$ cat src/hdl/kmer_table_match_counter_defines.svh
// ----------------------------------------------------------------------------
// kmer_table_match_counter_defines.svh
// Assertion macros for the k-mer table match counter.
// Empty bodies when SYNTH is defined.
// ----------------------------------------------------------------------------
`ifndef KMER_TABLE_MATCH_COUNTER_DEFINES_SVH
`define KMER_TABLE_MATCH_COUNTER_DEFINES_SVH

`ifndef SYNTH

// Property checked outside reset
`define KTMC_ASSERT(lbl, clk, rst_n, prop, msg) \
    lbl: assert property (@(posedge clk) disable iff (!rst_n) (prop)) else $error(msg);

// Property checked on every edge, reset included
`define KTMC_ASSERT_ALWAYS(lbl, clk, prop, msg) \
    lbl: assert property (@(posedge clk) (prop)) else $error(msg);

`else

`define KTMC_ASSERT(lbl, clk, rst_n, prop, msg)
`define KTMC_ASSERT_ALWAYS(lbl, clk, prop, msg)

`endif

`endif

$ cat src/hdl/ktmc_pkg.sv
// ----------------------------------------------------------------------------
// ktmc_pkg
// Shared constants, command codes and control/status types of the
// k-mer table match counter.
// ----------------------------------------------------------------------------
package ktmc_pkg;

    localparam int KMER_LEN    = 21;
    localparam int TABLE_DEPTH = 256;
    localparam int COUNT_WIDTH = 32;

    localparam int KMER_BITS = 2 * KMER_LEN;
    localparam int IDX_W     = 8;
    localparam int LIM_W     = 9;
    localparam int SEEN_W    = $clog2(KMER_LEN + 1);
    localparam int HITS_W    = 10;
    localparam int CVAL_W    = 32;
    localparam int CMD_W     = 3;
    localparam int BASE_W    = 3;

    // command codes
    localparam logic [CMD_W-1:0] CMD_LOAD  = 3'd0;
    localparam logic [CMD_W-1:0] CMD_BASE  = 3'd1;
    localparam logic [CMD_W-1:0] CMD_START = 3'd2;
    localparam logic [CMD_W-1:0] CMD_COUNT = 3'd3;
    localparam logic [CMD_W-1:0] CMD_CLEAR = 3'd4;

    // highest plain base code; above it a base counts as A
    localparam logic [BASE_W-1:0] BASE_T = 3'd3;

    // controller to datapath
    typedef struct packed {
        logic accept;     // input transfer this cycle
        logic scan_rd;    // read table entry at scan index
        logic scan_wr;    // compare, update count, step index
        logic out_load;   // move result into output register
    } ctl_cmd_t;

    // datapath to controller
    typedef struct packed {
        logic scan_needed;  // accepted item is a base that starts a scan
        logic scan_last;    // scan index is the last entry in use
        logic out_free;     // output register can take a result
    } dp_stat_t;

endpackage

$ cat src/hdl/ktmc_ctrl.sv
// ----------------------------------------------------------------------------
// ktmc_ctrl
// Sequencer: takes one item, runs the table scan for a full window,
// then hands the result to the output register.
// ----------------------------------------------------------------------------
module ktmc_ctrl
    import ktmc_pkg::*;
(
    input  logic     aclk,
    input  logic     aresetn,
    input  logic     s_valid,
    output logic     s_ready,
    input  dp_stat_t stat,
    output ctl_cmd_t cmd
);

    typedef enum logic [1:0] {
        ST_IDLE,
        ST_SCAN_RD,
        ST_SCAN_CMP,
        ST_FINISH
    } state_t;

    state_t state_reg, state_next;

    // next state
    always_comb begin
        state_next = state_reg;
        unique case (state_reg)
            ST_IDLE: begin
                if (s_valid) begin
                    state_next = stat.scan_needed ? ST_SCAN_RD : ST_FINISH;
                end
            end
            ST_SCAN_RD: begin
                state_next = ST_SCAN_CMP;
            end
            ST_SCAN_CMP: begin
                state_next = stat.scan_last ? ST_FINISH : ST_SCAN_RD;
            end
            ST_FINISH: begin
                if (stat.out_free) begin
                    state_next = ST_IDLE;
                end
            end
            default: state_next = ST_IDLE;
        endcase
    end

    always_ff @(posedge aclk) begin
        if (!aresetn) begin
            state_reg <= ST_IDLE;
        end else begin
            state_reg <= state_next;
        end
    end

    // commands
    assign s_ready      = (state_reg == ST_IDLE);
    assign cmd.accept   = s_ready && s_valid;
    assign cmd.scan_rd  = (state_reg == ST_SCAN_RD);
    assign cmd.scan_wr  = (state_reg == ST_SCAN_CMP);
    assign cmd.out_load = (state_reg == ST_FINISH) && stat.out_free;

endmodule

$ cat config.mk
export PLATFORM = sky130hd
export DESIGN_NAME = ktmc_ctrl
export DESIGN_NICKNAME = d
export VERILOG_FILES = /design/src/hdl/kmer_table_match_counter_defines.svh /design/src/hdl/ktmc_pkg.sv /design/src/hdl/ktmc_ctrl.sv
export SDC_FILE = /design/constraint.sdc
export NUM_CORES = 1
export LEC_CHECK = 0
export ABC_AREA = 1
export BUFFER_PORTS_ARGS = -buffer_cell sky130_fd_sc_hd__buf_2
export CAP_MARGIN = 30
export CORE_AREA = 2 2 39 41
export CTS_BUF_LIST = sky130_fd_sc_hd__clkbuf_16
export DETAILED_ROUTE_END_ITERATION = 6
export DIE_AREA = 0 0 41 43
export PLACE_DENSITY = 0.32
export SYNTH_ARGS = -nofsm -noshare
export SYNTH_HDL_FRONTEND = slang
export SYNTH_SLANG_ARGS = --single-unit
export TNS_END_PERCENT = 1
$ cat constraint.sdc
create_clock -name aclk -period 1.1 [get_ports aclk]
set_clock_uncertainty 0.15 [all_clocks]
set_input_delay 0 -clock aclk [delete_from_list [all_inputs] [get_ports aclk]]
set_output_delay 0 -clock aclk [all_outputs]
set_load 0.02 [all_outputs]
==> impl_metrics.py, run 1 <==
metrics = {
    "outcome": {
        "outcome": "finished clean",
    },
    "grt": {
        "gr-total-overflow": 0,
        "grt_usage_pct": 6.71,
        "grt_pass1_wl_um": 752,
        "grt_pass1_vias": 193,
        "antenna_found_initial": 0,
        "grt_max_degree": 7,
    },
    "logic_synthesis": {
        "synth_compound_area_share_pct": 21.8,
        "postSynthCellCount": 20,
        "synth_top_family_by_area": "simple AND/OR/NAND/NOR gates",
        "yosysWarningCount": 0,
        "yosysTopAreaCell": "dfxtp_1",
        "ys_types": 11,
        "syn_area_um2": 126,
        "synth_top_area_share_pct": 31.7,
        "synth-simple-area-share_pct": 31.7,
        "synth_nets": 26,
        "synth_mux_area_share_pct": 0,
        "yosys.area_share.adder_pct": 0,
        "synth.avg_cell_area_um2": 6.32,
        "synth_area_leaders": "dfxtp_1, inv_1, nand2_1, nor3_1, a21oi_2",
        "seq_area_frac_synth_pct": 31.7,
        "synth_xor_area_share_pct": 0,
        "synth_seq_cells": 2,
    },
    "floorplanning": {
        "initial_core_util_pct": 9.13,
        "die_w_um": 41,
        "dieArea_um2": 1760,
        "num_rows": 14,
        "io_pins": 11,
        "core_area_um2": 1380,
        "die_h_um": 43,
    },
    "timing": {
        "min_period_over_period_pct": 98.7,
        "setup_viol": 0,
        "finalWorstSetupSlack_ns": 0.0138,
        "min_period_ns": 1.09,
        "rsz0062_at_grt": "yes",
        "hold_violations": 0,
        "final-max-slew-violation-count": 0,
        "whs_ns": 0.0380,
        "tightest_slew_ns": 0.125,
        "slew_headroom_pct": 91.6,
        "max_freq_ghz": 0.921,
    },
    "power_and_ir_drop": {
        "p_switching_mw": 0.171,
        "seqPwrFrac_pct": 13.2,
        "pwr-share-clk_pct": 69.9,
        "irDropWorstVdd_mv": 0.783,
        "p_leak_nw": 0.174,
        "power.density_nw_per_um2": 2170,
        "fin_total_pwr_mw": 0.778,
        "internal-power_mw": 0.607,
        "sw_frac_of_total_pct": 22.0,
        "pwr-share-comb_pct": 17.0,
    },
    "routing": {
        "ant_nets": 0,
        "wl_per_cell_um": 8.85,
        "via_per_inst": 3.56,
        "via_count": 196,
        "drt_first_pass_iters": 2,
        "drcViolationCount": 0,
        "drt_iter0_drc": 4,
        "postRouteWirelength_um": 487,
    },
    "worst_setup_path": {
        "cp-start-kind": "flop",
        "critPathCaptureType": "primary output",
        "r2r_end": "state_reg[0]$_SDFFE_PN0P_",
        "crit_fanout": 6,
        "crit_slowest_cell": "dfxtp_4",
        "criticalPathCategory": "flop to primary output",
        "cp_num_buf_inv": 2,
        "critPathTopFamily": "flip-flops",
        "arrival_ns": 0.94,
        "r2r-start": "state_reg[1]$_SDFFE_PN0P_",
        "path_cells": "inv_4 -> nor3_2 -> buf_4",
        "r2r_cells": 3,
        "critPathMaxStageDelay_ns": 0.38,
        "critical_path_cell_count": 3,
        "critPathLaunch": "state_reg[1]$_SDFFE_PN0P_",
        "worst_ep_required_time_ns": 0.95,
        "cp-endpoint": "cmd[0]",
        "r2r_setup_slack_ns": 0.12,
    },
    "worst_hold_path": {
        "hp-class": "input pin to flop",
    },
    "placement": {
        "dpl_worst_slack_ns": 0.0796,
        "portBuffers": 10,
        "gp_congestion": 0.563,
        "dp.cells": 46,
    },
    "cells_and_area": {
        "drive_above_1_share_pct": 61.5,
        "syn2layout_area_growth_pct": 184,
        "diodes": 0,
        "nNetsFinal": 47,
        "largest_register_ffs": 2,
        "stdcell_count": 55,
        "fin_util_pct": 25.9,
    },
    "cts": {
        "cts.clk_slew.worst_paths_ns": 0.03,
        "root_buffer": "clkbuf_16",
        "cts_buffer_depth": 2,
        "cts_buffers": 3,
        "cts.sinks": 2,
        "cts_tree": "yes",
        "ctsHtreeMaxLevel": 1,
        "clock_latency_ns": 0.22,
    },
    "flow_run": {
        "drv_cap": 0,
    },
}
## through the flow
stage,area (um^2),TNS [ns]
finish,359,0
floorplan,131,0
CTS,344,0
detailed placement,201,0
global placement,201,0
global route,359,-0.0347
## power by group through the flow
stage / clock, mW / sequential [mW] / combinational, mW
final: 0.544 / 0.102 / 0.132
after floorplan: 0 / 0.0936 / 0.0683
after detailed placement: 0 / 0.0962 / 0.104
after global routing: 0.559 / 0.105 / 0.148
after global placement: 0 / 0.0970 / 0.103
after CTS: 0.552 / 0.0967 / 0.126
## placed cells by master, fill, tap and decap left out
cell type	count
buf_2	8
dlygate4sd3_1	5
inv_1	3
nand2_1	3
clkbuf_16	3
buf_4	3
nor2_1	2
nor3_2	2
dfxtp_4	2
inv_2	1
nor2_2	1
inv_4	1
o21ai_1	1
nand3_2	1
a21oi_1	1
o21ai_2	1
a21oi_2	1
## how the worst min path moves through the flow
stage,endpoint,slack (ns),start,depth (start not counted)
2_1_floorplan,cmd[0],-0.02,stat[0],2
3_3_place_gp,state_reg[1]$_SDFFE_PN0P_,0.1,aresetn,3
3_5_place_dp,state_reg[1]$_SDFFE_PN0P_,0.09,aresetn,3
4_1_cts,state_reg[1]$_SDFFE_PN0P_,0.02,s_valid,5
5_1_grt,state_reg[1]$_SDFFE_PN0P_,0.09,s_valid,5
6_report,state_reg[1]$_SDFFE_PN0P_,0.04,s_valid,5
## worst reg2reg max path: cells and delay by family (launching register included)
kind	cells	cell delay (ns)
AO/OA/AOI/OAI	2	0.21
buffers and inverters	1	0.14
flip-flops	1	0.36
## cell usage after synthesis
| cell | count |
|---|---|
| a21oi_2 | 1 |
| nand2_1 | 3 |
| inv_1 | 5 |
| o21ai_0 | 1 |
| dfxtp_1 | 2 |
| nor3_1 | 2 |
| nand3_1 | 1 |
| nor2_1 | 2 |
| a21oi_1 | 1 |
| nor2_2 | 1 |
| o21ai_2 | 1 |
## timing repair
| action | in CTS | in global routing |
|---|---|---|
| gates cloned | 0 | 0 |
| gates resized for setup | 6 | 6 |
| endpoints found under the setup margin | 4 | 3 |
| endpoints found under the hold margin | 2 | 0 |
| pin swaps | 1 | 1 |
| setup buffers | 1 | 0 |
| hold buffers | 5 | 0 |
## routing by layer
layer	wire length, um	global-route usage (%)	share of wire [%]
met5	0	0	0
met3	71	3.14	15
met2	174	8.75	36
met1	226	7.67	46
met4	14	6.00	2.9
## cell type report
| cell class | instances | area (um^2) |
|---|---|---|
| Fill cell | 161 | 1020 |
| Timing Repair Buffer | 16 | 113 |
| Multi-Input combinational cell | 13 | 82.6 |
| Clock buffer | 3 | 75.1 |
| Sequential cell | 2 | 47.5 |
| Inverter | 5 | 21.3 |
| Tap cell | 16 | 20.0 |
## cells by family (layout without fill, tap and decap cells)
group	after synthesis	in the layout
buffers and inverters	5	24
AOI/OAI and AO/OA	4	4
and+or+nand+nor	9	9
DFF	2	2
(Power assumes the default switching activity.)
==> inputs of run 2 (changes only) <==
--- a/config.mk
+++ b/config.mk
@@ -12,6 +12,8 @@
 export CTS_BUF_LIST = sky130_fd_sc_hd__clkbuf_16
 export DETAILED_ROUTE_END_ITERATION = 6
 export DIE_AREA = 0 0 41 43
+export HOLD_SLACK_MARGIN = 0.02
+export MAX_ROUTING_LAYER = met4
 export PLACE_DENSITY = 0.32
 export SYNTH_ARGS = -nofsm -noshare
 export SYNTH_HDL_FRONTEND = slang
==> impl_metrics.py, run 2 (synthesis results as in run 1) <==
metrics = {
    "routing": {
        "drt_first_pass_iters": 2,
        "wl_met1_um": 220,
        "drt_iter0_drc": 2,
        "route.met3.wl_um": 71,
        "via_per_inst": 3.46,
        "ant_nets": 0,
        "via_count": 194,
        "postRouteWirelength_um": 489,
        "wl_met2_um": 181,
        "wl_per_cell_um": 8.73,
        "maxUsedRoutingLayer": "met4",
        "drcViolationCount": 0,
    },
    "cells_and_area": {
        "final_common_cell": "buf_2",
        "final_cell_mix": "buf_2, dlygate4sd3_1",
        "diodes": 0,
        "drive_above_1_share_pct": 60.0,
        "nNetsFinal": 48,
        "stdcell_area_um2": 369,
        "largest_register_ffs": 2,
        "syn2layout_area_growth_pct": 192,
        "fin_util_pct": 26.7,
    },
    "power_and_ir_drop": {
        "p_leak_nw": 0.178,
        "irDropWorstVdd_mv": 0.782,
        "power.density_nw_per_um2": 2110,
    },
    "worst_hold_path": {
        "hp-class": "input pin to primary output",
        "min_to": "cmd[3]",
        "hold_start": "s_valid",
        "min_delay_path_depth": 4,
    },
    "timing": {
        "max_freq_ghz": 0.925,
        "setup_viol": 0,
        "final-max-slew-violation-count": 0,
        "tightest_slew_ns": 0.125,
        "min_period_over_period_pct": 98.3,
        "slew_headroom_pct": 91.6,
        "rsz0062_at_grt": "yes",
        "whs_ns": 0.206,
        "hold_violations": 0,
        "min_period_ns": 1.08,
    },
    "floorplanning": {
        "initial_core_util_pct": 9.13,
        "core_area_um2": 1380,
        "io_pins": 11,
        "num_rows": 14,
        "die_h_um": 43,
        "dieArea_um2": 1760,
        "die_w_um": 41,
    },
    "grt": {
        "grt_max_degree": 7,
        "antenna_found_initial": 0,
        "grt_pass1_vias": 197,
        "grt_usage_pct": 6.98,
        "gr-total-overflow": 0,
        "grt_pass1_wl_um": 765,
    },
    "worst_setup_path": {
        "criticalPathCategory": "flop to primary output",
        "path_cells": "inv_4 -> nor3_2 -> buf_4",
        "r2r_cells": 3,
        "crit_fanout": 6,
        "critPathCaptureType": "primary output",
        "r2r_setup_slack_ns": 0.12,
        "cp-start-kind": "flop",
        "crit_slowest_cell": "dfxtp_4",
        "arrival_ns": 0.93,
        "worst_ep_required_time_ns": 0.95,
        "r2r-start": "state_reg[1]$_SDFFE_PN0P_",
        "r2r_end": "state_reg[0]$_SDFFE_PN0P_",
        "critPathMaxStageDelay_ns": 0.38,
    },
    "cts": {
        "cts_tree": "yes",
        "cts.clk_slew.worst_paths_ns": 0.03,
        "clock_latency_ns": 0.22,
        "cts.sinks": 2,
        "root_buffer": "clkbuf_16",
        "cts_buffer_depth": 2,
        "cts_buffers": 3,
        "ctsHtreeMaxLevel": 1,
    },
    "placement": {
        "portBuffers": 10,
        "placed_area_um2": 201,
        "gp_congestion": 0.566,
    },
    "outcome": {
        "outcome": "finished clean",
    },
    "flow_run": {
        "drv_cap": 0,
    },
}
[run 2: changes by cell type in the layout (fill, tap and decap cells not counted), sizes merged]
cell / before / now
dlygate4sd3: 5 / 6
[run 2: area by class of cell]
type | instances | area [um^2]
tap | 16 | 20.0
clock buffer | 3 | 75.1
fill | 158 | 1010
multi-input combinational | 13 | 82.6
sequential | 2 | 47.5
timing repair buffer | 17 | 123
inverter | 5 | 21.3
[run 2: stage by stage]
step           cells  setup TNS [ns]  setup WS, ns  total power [mW]
3_5_place_dp      46               0        0.0796             0.200
3_3_place_gp      46               0        0.0707             0.200
4_1_cts           56               0       0.00606             0.778
6_report          56               0        0.0190             0.780
2_1_floorplan     20               0        0.0360             0.162
5_1_grt           56         -0.0344       -0.0330             0.814
[run 2: critical path: cells and delay by family, from the launching register on]
| kind | cells | cell delay (ns) |
|---|---|---|
| buffers and inverters | 2 | 0.20 |
| flip-flops | 1 | 0.38 |
| AND/OR/NAND/NOR | 1 | 0.14 |
[run 2: power breakdown]
group | switching, mW | internal, mW | total (mW)
combinational | 0.0710 | 0.0636 | 0.135
clock | 0.0816 | 0.462 | 0.544
sequential | 0.0180 | 0.0836 | 0.102
[run 2: worst max-delay path by stage]
stage                               from                        end  depth (start not counted)
3_3_place_gp   state_reg[0]$_SDFFE_PN0P_  state_reg[1]$_SDFFE_PN0P_                          5
5_1_grt        state_reg[1]$_SDFFE_PN0P_                     cmd[0]                          3
3_5_place_dp   state_reg[0]$_SDFFE_PN0P_  state_reg[1]$_SDFFE_PN0P_                          5
6_report       state_reg[1]$_SDFFE_PN0P_                     cmd[0]                          3
4_1_cts        state_reg[0]$_SDFFE_PN0P_                     cmd[0]                          3
2_1_floorplan  state_reg[1]$_SDFFE_PN0P_  state_reg[1]$_SDFFE_PN0P_                          4
[run 2: what timing repair did]
item	4_1_cts	5_1_grt
setup buffers	1	0
hold buffers	6	0
pin swaps	1	1
resized for setup	6	6
endpoints found under the setup margin	4	3
endpoints found under the hold margin	2	0
[run 2: per-layer routing]
layer / GRT usage (%) / vias up
met5: - / -
met4: 6.00 / 0
met3: 3.14 / 2
met2: 8.75 / 14
met1: 7.99 / 76
li1: - / 102
